==> src/hw/rtl/fct_pkg.sv <==
// ----------------------------------------------------------------------------
// fct_pkg
// Shared types and constants of the frustum cull tester: opcodes, verdict
// codes, register indexes, plane field layout and the per-transaction control word.
// ----------------------------------------------------------------------------
package fct_pkg;

    // defaults of the top-level parameters
    localparam int NUM_PLANES_DEF      = 6;
    localparam int CORNERS_PER_BOX_DEF = 8;
    localparam int COORD_WIDTH_DEF     = 16;

    // plane register layout: nx, ny, nz in Q1.14 and offset d in Q8.8
    localparam int PLANE_W   = 64;
    localparam int NORM_W    = 16;
    localparam int OFS_W     = 16;
    localparam int NX_LSB    = 0;
    localparam int NY_LSB    = 16;
    localparam int NZ_LSB    = 32;
    localparam int OFS_LSB   = 48;
    localparam int NORM_FRAC = 14;

    localparam int MAX_PLANES = 6;
    localparam int PLANE_NEAR = 4;
    localparam int PLANE_FAR  = 5;

    localparam int MODE_W = 2;

    // corner and behind counters
    localparam int          CNT_W   = 4;
    localparam logic [3:0]  CNT_MAX = 4'd15;

    // opcodes
    localparam int         OP_W      = 2;
    localparam logic [1:0] OP_CORNER = 2'd0;
    localparam logic [1:0] OP_SPHERE = 2'd1;
    localparam logic [1:0] OP_POINT  = 2'd2;
    localparam logic [1:0] OP_NONE   = 2'd3;

    // verdicts
    localparam int         VERDICT_W = 2;
    localparam logic [1:0] V_INSIDE  = 2'd0;
    localparam logic [1:0] V_INTER   = 2'd1;
    localparam logic [1:0] V_OUTSIDE = 2'd2;

    // configuration port
    localparam int         CFG_DATA_W = 64;
    localparam int         CFG_ADDR_W = 6;
    localparam int         REG_IDX_W  = 3;
    localparam int         REG_IDX_LSB = 3;
    localparam logic [2:0] REG_PLANE_LEFT   = 3'd0;
    localparam logic [2:0] REG_PLANE_RIGHT  = 3'd1;
    localparam logic [2:0] REG_PLANE_BOTTOM = 3'd2;
    localparam logic [2:0] REG_PLANE_TOP    = 3'd3;
    localparam logic [2:0] REG_PLANE_NEAR   = 3'd4;
    localparam logic [2:0] REG_PLANE_FAR    = 3'd5;
    localparam logic [2:0] REG_ENABLE_MODE  = 3'd6;

    // control word that travels with each transaction along the cells
    typedef struct packed {
        logic [OP_W-1:0]  op;
        logic             box_end;
        logic [CNT_W-1:0] corner_cnt;
        logic             any_out;
        logic             any_inter;
    } t_ctl;

endpackage

==> src/hw/rtl/fct_head.sv <==
// ----------------------------------------------------------------------------
// fct_head
// Entry of the cell chain: counts box corners, flags the corner that closes
// a box and drops unused opcodes.
// ----------------------------------------------------------------------------
module fct_head #(
    parameter int CORNERS_PER_BOX = fct_pkg::CORNERS_PER_BOX_DEF
) (
    input  logic                       i_clk,
    input  logic                       i_rst_n,
    input  logic                       i_valid,
    input  logic [fct_pkg::OP_W-1:0]   i_opcode,
    input  logic                       i_last_corner,
    output logic                       o_stall,
    output logic                       o_valid,
    output fct_pkg::t_ctl              o_ctl,
    input  logic                       i_stall
);
    import fct_pkg::*;

    logic [CNT_W-1:0] r_cnt;
    logic [CNT_W-1:0] n_cnt;
    logic [CNT_W-1:0] w_cnt_inc;
    logic             w_end;
    logic             w_accept;

    assign o_stall  = i_stall;
    assign w_accept = i_valid && !i_stall;

    assign w_cnt_inc = (r_cnt == CNT_MAX) ? r_cnt : CNT_W'(r_cnt + 1'b1);
    assign w_end     = i_last_corner || (w_cnt_inc >= CNT_W'(CORNERS_PER_BOX));

    // opcode 3 is taken and vanishes here
    assign o_valid = i_valid && (i_opcode != OP_NONE);

    always_comb begin
        o_ctl            = '0;
        o_ctl.op         = i_opcode;
        o_ctl.box_end    = (i_opcode == OP_CORNER) && w_end;
        o_ctl.corner_cnt = w_cnt_inc;
    end

    always_comb begin
        n_cnt = r_cnt;
        if (w_accept && (i_opcode == OP_CORNER)) begin
            n_cnt = w_end ? '0 : w_cnt_inc;
        end
    end

    always_ff @(posedge i_clk) begin
        if (!i_rst_n) begin
            r_cnt <= '0;
        end else begin
            r_cnt <= n_cnt;
        end
    end

`ifndef NO_ASSERTIONS
    a_cnt_below_box: assert property (@(posedge i_clk) disable iff (!i_rst_n)
        r_cnt < CNT_W'(CORNERS_PER_BOX))
        else $error("corner count reached box size without closing the box");

    a_last_clears: assert property (@(posedge i_clk) disable iff (!i_rst_n)
        (w_accept && (i_opcode == OP_CORNER) && i_last_corner) |=> (r_cnt == '0))
        else $error("last corner did not clear the corner count");

    a_other_keeps: assert property (@(posedge i_clk) disable iff (!i_rst_n)
        (w_accept && (i_opcode != OP_CORNER)) |=> $stable(r_cnt))
        else $error("non-corner transaction changed the corner count");
`endif

endmodule

==> config.mk <==
export PLATFORM = sky130hd
export DESIGN_NAME = fct_head
export DESIGN_NICKNAME = d
export VERILOG_FILES = /design/src/hw/rtl/fct_pkg.sv /design/src/hw/rtl/fct_head.sv
export SDC_FILE = /design/constraint.sdc
export NUM_CORES = 1
export LEC_CHECK = 0
export ABC_AREA = 1
export BUFFER_PORTS_ARGS = -buffer_cell sky130_fd_sc_hd__buf_2
export CAP_MARGIN = 40
export CORE_MARGIN = 2
export CORE_UTILIZATION = 25
export DETAILED_ROUTE_END_ITERATION = 7
export SLEW_MARGIN = 20
export SYNTH_ARGS = -nofsm -noshare
export SYNTH_HDL_FRONTEND = slang
export SYNTH_SLANG_ARGS = --single-unit
==> constraint.sdc <==
create_clock -name i_clk -period 3.2 [get_ports i_clk]
set_clock_uncertainty 0.05 [all_clocks]
set_input_delay 0.32 -clock i_clk [delete_from_list [all_inputs] [get_ports i_clk]]
set_output_delay 0.32 -clock i_clk [all_outputs]
set_load 0.01 [all_outputs]
==> impl_metrics.toml <==
[floorplanning]
coreArea_um2 = 1300
io_pins = 18
die_w_um = 41.5
rows = 13
die_h_um = 41.5
dieArea_um2 = 1720
start_util = 0.270

[clock_tree]
cts_tree = "yes"
clk_pin_slew_ps = 40
cts_sinks = 4
cts_root_buffer = "clkbuf_4"
cts_resized = 0
clkLatencyLatePin_ps = 230
ctsHoldBuffers = 0
numCtsBuffers = 3
htreeDepth = 1
clockBufferDepth = 2
cts_setup_buffers = 0

[yosys]
synthAdderAreaFrac = 0.0356
muxShareOfSynthArea = 0
synth-compound-area-share = 0.0925
synth-seq-area-share = 0.228
synth-simple-area-share = 0.384
syn_avg_cell_area_um2 = 6.28
synth_cell_types = 15
ys_ff_latch = 4
synth_top_family_by_area = "simple AND/OR/NAND/NOR gates"
synth_xor_area_frac = 0.0249
syn_inst = 56
synth_warnings = 0
syn_area_um2 = 352

[pwr]
powerDensity_nw_per_um2 = 323
leakagePower_uw = 0.000253
vdd_ir_drop_max_uv = 142

[place]
dp.cells = 82
finalWeightedCongestion = 0.785
numPortBuffers = 15
dp_hpwl_um = 604

[setup_path]
r2r_slack_ps = 1910
max_stage_delay_ps = 380
required_ps = 2830
endpoint_kind = "output port"
crit_type = "reg2out"
rr_worst_depth = 6
cp_max_fo = 5
slowest_stage = "dfxtp_1"
cp-start-kind = "flop"
rr_endpoint = "r_cnt[1]$_SDFFE_PN0P_"
r2r_start = "r_cnt[1]$_SDFFE_PN0P_"
critPathArrivalTime_ps = 1380
startpoint = "r_cnt[1]$_SDFFE_PN0P_"
cp_cell_sequence = "ha_1 -> nand3_1 -> xor2_1 -> buf_2"

[sta]
period_share = 0.547
rsz0062_at_grt = "no"
post-route-min-period_ps = 1750
clock.fmax_mhz = 571
hold_viol = 0
maxSlewViolCount = 0
setup_tns_ps = 0
hold_ws_ps = 298
setup_viol = 0

[finish]
n_antenna_cell = 0
nets = 80
drive_above_1_share = 0.371
fillers = 154
largest_reg_flops = 4
multi_input_area_um2 = 196
area_growth_pct = 23.5
largest_register = "r_cnt"
regArea_um2 = 80.1
fin_util = 0.334
fin_cells = 85
reg.largest.list = "r_cnt (4)"

[routing]
ant_nets = 0
routed_wl_um = 721
drc = 0
vias = 358
vias_per_cell = 4.21
wire_per_inst_um = 8.48
first_iter_violations = 13
drt-pass1-iter-count = 4

[global_routing]
track_usage = 0.0943
grt_start_max_net_pins = 7
grt_pass1_vias = 337
overflow = 0
antenna_found_initial = 0
grt_first_pass_wirelength_um = 1220

[worst_hold_path]
min_path_type = "in2reg"
whs_path_depth = 3
min_to = "r_cnt[0]$_SDFFE_PN0P_"
hp-start = "i_rst_n"

[run_status]
outcome = "completed"

[run]
maxCapViolCount = 0
==> cell families (layout without fill, tap and decap cells) <==
kind of cell    count (synthesis)  count (layout)
other cells                     1               2
xor+xnor                        1               1
compound gates                  5               5
fa+ha+maj                       1               1
flops                           4               4
simple gates                   28              28
buf+inv                        16              29
==> routing by layer <==
layer,share of wire,GRT usage
met1,0.43,0.0923
met2,0.52,0.153
met3,0.047,0.0304
met4,0,0.0903
met5,0,0
==> final cells by class <==
| class | instances | area share |
|---|---|---|
| clock buffer | 3 | 0.0519 |
| inverter | 11 | 0.0951 |
| multi-input combinational | 37 | 0.452 |
| sequential | 4 | 0.184 |
| tap | 15 | 0.0432 |
| timing repair buffer | 15 | 0.173 |
==> worst max-delay path: cells and delay by family, from the launching register on <==
kind                       cells  cell delay (ps)
and+or+nand+nor                1              190
adders and majority gates      1              260
xor gates and xnor gates       1              180
DFF                            1              380
buffers and inverters          1              140
==> worst max-delay path by stage <==
stage               slack (ps)       end
CTS                       1450  o_ctl[3]
floorplan                 1830  o_ctl[6]
global route              1340  o_ctl[3]
global placement          1710  o_ctl[6]
detailed placement        1700  o_ctl[3]
finish                    1450  o_ctl[2]
==> where the power goes <==
group          switching, µW  leakage (µW)  internal [µW]
Combinational           14.9      0.000207           10.4
Clock                   19.7     0.0000138           41.9
Sequential              1.68     0.0000324           51.5
==> cells in the mapped netlist (all sizes together) <==
library cell,count,area share
nand2,16,0.18
nand3,6,0.13
nor2,4,0.043
nand4,2,0.036
a21oi,5,0.093
dfxtp,4,0.23
conb,1,0.011
xor2,1,0.025
ha,1,0.036
inv,11,0.12
buf,5,0.11
==> metrics by stage <==
| stage | worst slack (ps) | total power, µW | instance area (µm²) |
|---|---|---|---|
| floorplan | 1830 | 72.5 | 355 |
| global placement | 1710 | 79.4 | 412 |
| detailed placement | 1700 | 79.4 | 412 |
| global route | 1340 | 150 | 434 |
| CTS | 1450 | 144 | 434 |
| finish | 1450 | 140 | 434 |
==> cell usage in the layout (no fill, tap or decap) <==
| master | instances |
|---|---|
| conb_1 | 2 |
| nand2_1 | 15 |
| nand3_1 | 3 |
| nor2_1 | 4 |
| clkbuf_4 | 3 |
| nand4_1 | 2 |
| nand3_2 | 3 |
| buf_2 | 15 |
| inv_2 | 2 |
| xor2_1 | 1 |
| dfxtp_1 | 4 |
| a21oi_1 | 3 |
| nand2_2 | 1 |
| a21oi_2 | 2 |
| ha_1 | 1 |
| inv_1 | 9 |
Power figures use the tool's default switching activity.
