## src/hw/rtl/fct_pkg.sv

```systemverilog
// ----------------------------------------------------------------------------
// fct_pkg
// Shared types and constants of the frustum cull tester: opcodes, verdict
// codes, register indexes, plane field layout and the per-transaction control word.
// ----------------------------------------------------------------------------
package fct_pkg;

    // defaults of the top-level parameters
    localparam int NUM_PLANES_DEF      = 6;
    localparam int CORNERS_PER_BOX_DEF = 8;
    localparam int COORD_WIDTH_DEF     = 16;

    // plane register layout: nx, ny, nz in Q1.14 and offset d in Q8.8
    localparam int PLANE_W   = 64;
    localparam int NORM_W    = 16;
    localparam int OFS_W     = 16;
    localparam int NX_LSB    = 0;
    localparam int NY_LSB    = 16;
    localparam int NZ_LSB    = 32;
    localparam int OFS_LSB   = 48;
    localparam int NORM_FRAC = 14;

    localparam int MAX_PLANES = 6;
    localparam int PLANE_NEAR = 4;
    localparam int PLANE_FAR  = 5;

    localparam int MODE_W = 2;

    // corner and behind counters
    localparam int          CNT_W   = 4;
    localparam logic [3:0]  CNT_MAX = 4'd15;

    // opcodes
    localparam int         OP_W      = 2;
    localparam logic [1:0] OP_CORNER = 2'd0;
    localparam logic [1:0] OP_SPHERE = 2'd1;
    localparam logic [1:0] OP_POINT  = 2'd2;
    localparam logic [1:0] OP_NONE   = 2'd3;

    // verdicts
    localparam int         VERDICT_W = 2;
    localparam logic [1:0] V_INSIDE  = 2'd0;
    localparam logic [1:0] V_INTER   = 2'd1;
    localparam logic [1:0] V_OUTSIDE = 2'd2;

    // configuration port
    localparam int         CFG_DATA_W = 64;
    localparam int         CFG_ADDR_W = 6;
    localparam int         REG_IDX_W  = 3;
    localparam int         REG_IDX_LSB = 3;
    localparam logic [2:0] REG_PLANE_LEFT   = 3'd0;
    localparam logic [2:0] REG_PLANE_RIGHT  = 3'd1;
    localparam logic [2:0] REG_PLANE_BOTTOM = 3'd2;
    localparam logic [2:0] REG_PLANE_TOP    = 3'd3;
    localparam logic [2:0] REG_PLANE_NEAR   = 3'd4;
    localparam logic [2:0] REG_PLANE_FAR    = 3'd5;
    localparam logic [2:0] REG_ENABLE_MODE  = 3'd6;

    // control word that travels with each transaction along the cells
    typedef struct packed {
        logic [OP_W-1:0]  op;
        logic             box_end;
        logic [CNT_W-1:0] corner_cnt;
        logic             any_out;
        logic             any_inter;
    } t_ctl;

endpackage

```

## src/hw/rtl/fct_cell.sv

```systemverilog
// ----------------------------------------------------------------------------
// fct_cell
// One plane of the chain: forms the signed distance of the point over two
// stages, keeps the count of box corners behind the plane and folds its
// outside / intermediate decision into the passing control word.
// ----------------------------------------------------------------------------
module fct_cell #(
    parameter int COORD_WIDTH = fct_pkg::COORD_WIDTH_DEF
) (
    input  logic                              i_clk,
    input  logic                              i_rst_n,
    input  logic [fct_pkg::PLANE_W-1:0]       i_plane,
    input  logic                              i_enable,
    input  logic                              i_valid,
    input  fct_pkg::t_ctl                     i_ctl,
    input  logic signed [COORD_WIDTH-1:0]     i_pos_x,
    input  logic signed [COORD_WIDTH-1:0]     i_pos_y,
    input  logic signed [COORD_WIDTH-1:0]     i_pos_z,
    input  logic [COORD_WIDTH-2:0]            i_radius,
    output logic                              o_stall,
    output logic                              o_valid,
    output fct_pkg::t_ctl                     o_ctl,
    output logic signed [COORD_WIDTH-1:0]     o_pos_x,
    output logic signed [COORD_WIDTH-1:0]     o_pos_y,
    output logic signed [COORD_WIDTH-1:0]     o_pos_z,
    output logic [COORD_WIDTH-2:0]            o_radius,
    input  logic                              i_stall
);
    import fct_pkg::*;

    localparam int PROD_W   = COORD_WIDTH + NORM_W;
    localparam int OFS_SH_W = OFS_W + NORM_FRAC;
    localparam int SUM_W    = ((PROD_W > OFS_SH_W) ? PROD_W : OFS_SH_W) + 2;
    localparam int EXT_W    = SUM_W + 1;
    localparam int RAD_W    = COORD_WIDTH - 1;

    logic signed [NORM_W-1:0] w_nx;
    logic signed [NORM_W-1:0] w_ny;
    logic signed [NORM_W-1:0] w_nz;
    logic signed [OFS_W-1:0]  w_d;
    logic signed [PROD_W-1:0] w_px;
    logic signed [PROD_W-1:0] w_py;
    logic signed [PROD_W-1:0] w_pz;

    // stage a: products
    logic                          r_a_valid;
    t_ctl                          r_a_ctl;
    logic signed [COORD_WIDTH-1:0] r_a_x;
    logic signed [COORD_WIDTH-1:0] r_a_y;
    logic signed [COORD_WIDTH-1:0] r_a_z;
    logic [RAD_W-1:0]              r_a_rad;
    logic signed [PROD_W-1:0]      r_px;
    logic signed [PROD_W-1:0]      r_py;
    logic signed [PROD_W-1:0]      r_pz;

    // stage b: decision and behind count
    logic                          r_b_valid;
    t_ctl                          r_b_ctl;
    logic signed [COORD_WIDTH-1:0] r_b_x;
    logic signed [COORD_WIDTH-1:0] r_b_y;
    logic signed [COORD_WIDTH-1:0] r_b_z;
    logic [RAD_W-1:0]              r_b_rad;
    logic [CNT_W-1:0]              r_count;

    logic                    w_load_a;
    logic                    w_load_b;
    logic signed [SUM_W-1:0] w_dist;
    logic signed [EXT_W-1:0] w_rad_sc;
    logic signed [EXT_W-1:0] w_hi;
    logic signed [EXT_W-1:0] w_lo;
    logic                    w_behind;
    logic [CNT_W-1:0]        w_cnt_inc;
    t_ctl                    n_ctl;
    logic [CNT_W-1:0]        n_count;

    assign w_nx = $signed(i_plane[NX_LSB +: NORM_W]);
    assign w_ny = $signed(i_plane[NY_LSB +: NORM_W]);
    assign w_nz = $signed(i_plane[NZ_LSB +: NORM_W]);
    assign w_d  = $signed(i_plane[OFS_LSB +: OFS_W]);

    assign w_px = PROD_W'(w_nx) * PROD_W'(i_pos_x);
    assign w_py = PROD_W'(w_ny) * PROD_W'(i_pos_y);
    assign w_pz = PROD_W'(w_nz) * PROD_W'(i_pos_z);

    assign w_load_b = !r_b_valid || !i_stall;
    assign w_load_a = !r_a_valid || w_load_b;
    assign o_stall  = !w_load_a;

    // distance in Q.22, offset lifted to the product scale
    assign w_dist = SUM_W'(r_px) + SUM_W'(r_py) + SUM_W'(r_pz)
                  + (SUM_W'(w_d) <<< NORM_FRAC);
    assign w_rad_sc = $signed(EXT_W'({r_a_rad, {NORM_FRAC{1'b0}}}));
    assign w_hi     = EXT_W'(w_dist) + w_rad_sc;
    assign w_lo     = EXT_W'(w_dist) - w_rad_sc;
    assign w_behind = w_dist[SUM_W-1];

    assign w_cnt_inc = (w_behind && (r_count != CNT_MAX)) ? CNT_W'(r_count + 1'b1) : r_count;

    always_comb begin
        n_ctl   = r_a_ctl;
        n_count = r_count;
        case (r_a_ctl.op)
            OP_CORNER: begin
                n_count = w_cnt_inc;
                if (r_a_ctl.box_end) begin
                    n_count = '0;
                    if (i_enable && (w_cnt_inc == r_a_ctl.corner_cnt)) begin
                        n_ctl.any_out = 1'b1;
                    end
                    if (i_enable && (w_cnt_inc != '0)) begin
                        n_ctl.any_inter = 1'b1;
                    end
                end
            end
            OP_SPHERE: begin
                if (i_enable && w_hi[EXT_W-1]) begin
                    n_ctl.any_out = 1'b1;
                end
                if (i_enable && w_lo[EXT_W-1]) begin
                    n_ctl.any_inter = 1'b1;
                end
            end
            OP_POINT: begin
                if (i_enable && w_behind) begin
                    n_ctl.any_out = 1'b1;
                end
            end
            default: begin
            end
        endcase
    end

    always_ff @(posedge i_clk) begin
        if (!i_rst_n) begin
            r_a_valid <= 1'b0;
        end else if (w_load_a) begin
            r_a_valid <= i_valid;
        end
    end

    always_ff @(posedge i_clk) begin
        if (w_load_a && i_valid) begin
            r_a_ctl <= i_ctl;
            r_a_x   <= i_pos_x;
            r_a_y   <= i_pos_y;
            r_a_z   <= i_pos_z;
            r_a_rad <= i_radius;
            r_px    <= w_px;
            r_py    <= w_py;
            r_pz    <= w_pz;
        end
    end

    always_ff @(posedge i_clk) begin
        if (!i_rst_n) begin
            r_b_valid <= 1'b0;
            r_count   <= '0;
        end else if (w_load_b) begin
            r_b_valid <= r_a_valid;
            if (r_a_valid) begin
                r_count <= n_count;
            end
        end
    end

    always_ff @(posedge i_clk) begin
        if (w_load_b && r_a_valid) begin
            r_b_ctl <= n_ctl;
            r_b_x   <= r_a_x;
            r_b_y   <= r_a_y;
            r_b_z   <= r_a_z;
            r_b_rad <= r_a_rad;
        end
    end

    assign o_valid  = r_b_valid;
    assign o_ctl    = r_b_ctl;
    assign o_pos_x  = r_b_x;
    assign o_pos_y  = r_b_y;
    assign o_pos_z  = r_b_z;
    assign o_radius = r_b_rad;

`ifndef NO_ASSERTIONS
    a_box_end_clears: assert property (@(posedge i_clk) disable iff (!i_rst_n)
        (w_load_b && r_a_valid && (r_a_ctl.op == OP_CORNER) && r_a_ctl.box_end)
        |=> (r_count == '0))
        else $error("behind count not cleared at end of box");

    a_non_corner_keeps: assert property (@(posedge i_clk) disable iff (!i_rst_n)
        (w_load_b && r_a_valid && (r_a_ctl.op != OP_CORNER)) |=> $stable(r_count))
        else $error("sphere or point changed the behind count");

    a_open_box_no_flags: assert property (@(posedge i_clk) disable iff (!i_rst_n)
        (r_b_valid && (r_b_ctl.op == OP_CORNER) && !r_b_ctl.box_end)
        |-> (!r_b_ctl.any_out && !r_b_ctl.any_inter))
        else $error("verdict flag set on a corner that does not close its box");
`endif

endmodule

```

## config.mk

```make
export PLATFORM = sky130hd
export DESIGN_NAME = fct_cell
export DESIGN_NICKNAME = d
export VERILOG_FILES = /design/src/hw/rtl/fct_pkg.sv /design/src/hw/rtl/fct_cell.sv
export SDC_FILE = /design/constraint.sdc
export NUM_CORES = 2
export LEC_CHECK = 0
export BUFFER_PORTS_ARGS = -buffer_cell sky130_fd_sc_hd__buf_2
export CORE_MARGIN = 5
export CORE_UTILIZATION = 47
export CTS_CLUSTER_SIZE = 28
export DETAILED_ROUTE_END_ITERATION = 8
export HOLD_SLACK_MARGIN = 0.1
export PLACE_DENSITY = 0.7
export SLEW_MARGIN = 5
export SYNTH_ARGS = -nofsm -noshare
export SYNTH_HDL_FRONTEND = slang
export SYNTH_SLANG_ARGS = --single-unit
export TNS_END_PERCENT = 30
```

## constraint.sdc

```tcl
create_clock -name i_clk -period 10 [get_ports i_clk]
set_input_delay 2 -clock i_clk [delete_from_list [all_inputs] [get_ports i_clk]]
set_output_delay 2 -clock i_clk [all_outputs]
set_load 0.02 [all_outputs]
```

==> impl_metrics.json <==
{
  "layout_commonest_cell": "inv_1",
  "grt_pass1_wl_mm": 154,
  "worstReg2RegStart": "r_px[12]",
  "r2r_cells": 26,
  "place_hpwl_mm": 75.4,
  "ioPinCount": 215,
  "row_count": 107,
  "gp_congestion": 0.897,
  "required_ps": 10330,
  "synth_edf_count": 240,
  "holdPathStages": 0,
  "cp-start-kind": "input port",
  "grt_overflow": 0,
  "dp_cells": 5233,
  "max_slew_margin": 0.220,
  "hold_buffers": 0,
  "grt_pass1_vias": 29028,
  "synthDistinctLibCells": 74,
  "worstHoldStart": "r_a_z[11]",
  "final.min_clock_period_ps": 8300,
  "die_area_um2": 92000,
  "die-width_um": 303,
  "syn_nets": 5273,
  "ctsResizeCount": 0,
  "postSynthCellCount": 3970,
  "max_clock_freq_ghz": 0.121,
  "io_buffer_count": 214,
  "fillCellCount": 7704,
  "fin_cells": 5293,
  "rsz0062_at_grt": "false",
  "grt_max_degree": 148,
  "path_max_fanout": 17,
  "antenna_found_initial": 7,
  "cts_num_sinks": 246,
  "viasPerCell": 5.07,
  "skew_ps": 18.5,
  "core_um2": 85300,
  "syn_area_um2": 40400,
  "clk_latency_ps": 600,
  "ant_nets": 0,
  "cts_tree": "yes",
  "finalSetupViolations": 0,
  "nets": 5424,
  "final_layout_size_suffix_gt1_frac": 0.0680,
  "crit_path_start": "i_pos_z[1]",
  "crit_path_end_kind": "register",
  "final_hold_viol_count": 0,
  "synth_area_per_cell_um2": 10.2,
  "track_usage": 0.213,
  "drt-total-wl_mm": 93.5,
  "status": "finished, final reports clean",
  "drt_iter0_drc": 1530,
  "crit_arrival_ps": 8630,
  "area_growth_pct": 7.90,
  "multi_input_area_um2": 28800,
  "tns_ps": 0,
  "start_util": 0.474,
  "critical_path_class": "in -> reg",
  "drv_cap": 0,
  "hp-class": "reg -> reg",
  "cts_setup_buffers": 0,
  "cts_made_buffers": 30,
  "ff_latch_area_um2": 7330,
  "clock_path_buffers": 3,
  "ys_seq_area_frac": 0.181,
  "ys_ff_latch": 246,
  "vias": 26833,
  "synthFlopType": "edfxtp_1",
  "dr.pass1.iters": 5,
  "cts-root-buf": "clkbuf_16",
  "die_h_um": 303,
  "drc": 0,
  "wl_per_cell_um": 17.7,
  "maxSlewViolCount": 0,
  "h-tree-depth": 1,
  "yosysWarnings": 0,
  "mostFrequentLayoutCells": "1059 x inv_1, 836 x fa_1, 431 x nand2_1",
  "async_reset_ff_frac": 0,
  "worst_pin_slew_ps": 1170,
  "clk_pin_slew_worst_paths_ps": 60,
  "min_period_over_period": 0.830
}
-- through the flow --
step / hold WS (ps) / worst slack [ps] / area (um2) / utilization
6_report: 410 / 1700 / 43600 / 0.511
2_1_floorplan: 400 / 1330 / 40400 / -
3_5_place_dp: 405 / 1170 / 42600 / 0.500
4_1_cts: 413 / 1820 / 43600 / 0.511
3_3_place_gp: 400 / 1230 / 42600 / 0.500
5_1_grt: 424 / 1360 / 43600 / 0.511
-- Yosys cell counts, drive strengths merged (5+ instances only) --
library cell  count  area (um2)
inv            1059        3980
fa              836       16700
nand2           431        1620
and2            343        2150
ha              326        4080
edfxtp          240        7210
xnor2           103         902
clkbuf           96         360
a21oi            94         478
nor2             76         285
nand2b           51         319
o21ai            43         215
a21o             26         195
xor2             25         219
o21bai           24         180
nand3            23         120
nor3             21         110
nor2b            16         100
a31oi            11        75.1
nand4             9        56.3
o21a              9        67.6
a211oi            7        57.6
nand3b            7        52.6
and3              6        37.5
dfxtp             6         120
o211ai            6        45.0
a31o              5        52.6
mux2i             5        50.1
o41ai             5        43.8
or2               5        31.3
-- area by class of cell --
| class | count | share of cell area |
|---|---|---|
| Multi-Input combinational cell | 2566 | 0.660 |
| Sequential cell | 246 | 0.168 |
| Inverter | 1060 | 0.0912 |
| Tap cell | 1144 | 0.0328 |
| Timing Repair Buffer | 217 | 0.0254 |
| Clock buffer | 37 | 0.0183 |
| Clock inverter | 19 | 0.00450 |
| Antenna cell | 4 | 0.000229 |
-- critical path, cell delays in order --
cell     delay (ps)
buf_2           330
nand2_1         140
fa_1            560
inv_1            60
fa_1            530
inv_1            50
fa_1            470
fa_1            540
inv_1            50
fa_1            480
inv_1            50
fa_1            510
inv_1            60
ha_1            340
a21o_1          180
a21oi_1         140
nor2b_1          80
nor2_1          120
o21ai_1         160
a21oi_1         410
o21ai_1         200
o41ai_1         460
o21ai_1         180
o41ai_1         370
xnor2_1         130
-- layer usage --
metal | share of wire | vias to the layer above | global-route usage | routed length, um
met1 | 0.42 | 13731 | 0.295 | 39600
met4 | 0.032 | 4 | 0.0583 | 3000
met2 | 0.48 | 767 | 0.352 | 44600
li1 | - | 12156 | - | -
met5 | 0.00029 | - | 0 | 27
met3 | 0.067 | 175 | 0.0325 | 6280
-- path summary, 6_finish.rpt --
path / end / slack, ps
worst min register to register: o_pos_z[11] / 410
worst max register to register: o_ctl[0] / 4080
worst min-delay path: o_pos_z[11] / 410
worst max-delay path: r_pz[30] / 1700
-- cell families after synthesis --
kind of cell	synth area share
multiplexers	0.00124
buffers and inverters	0.108
AND/OR/NAND/NOR	0.124
adder cells (fa/ha/maj)	0.515
XOR/XNOR	0.0277
AO/OA/AOI/OAI	0.0428
flip-flops	0.181
-- state kept, by name, summed over array words and instances, names as in the netlist --
register,flops
r_px,32
r_py,32
r_pz,32
o_pos_x,16
o_pos_y,16
o_pos_z,16
r_a_x,16
r_a_y,16
r_a_z,16
o_radius,15
r_a_rad,15
o_ctl,9
n_ctl,7
r_count,4
r_a_ctl,2
o_valid,1
r_a_valid,1
Power is not shown: default switching activity piles up to over one toggle a cycle in this logic, so the estimate is an artifact.
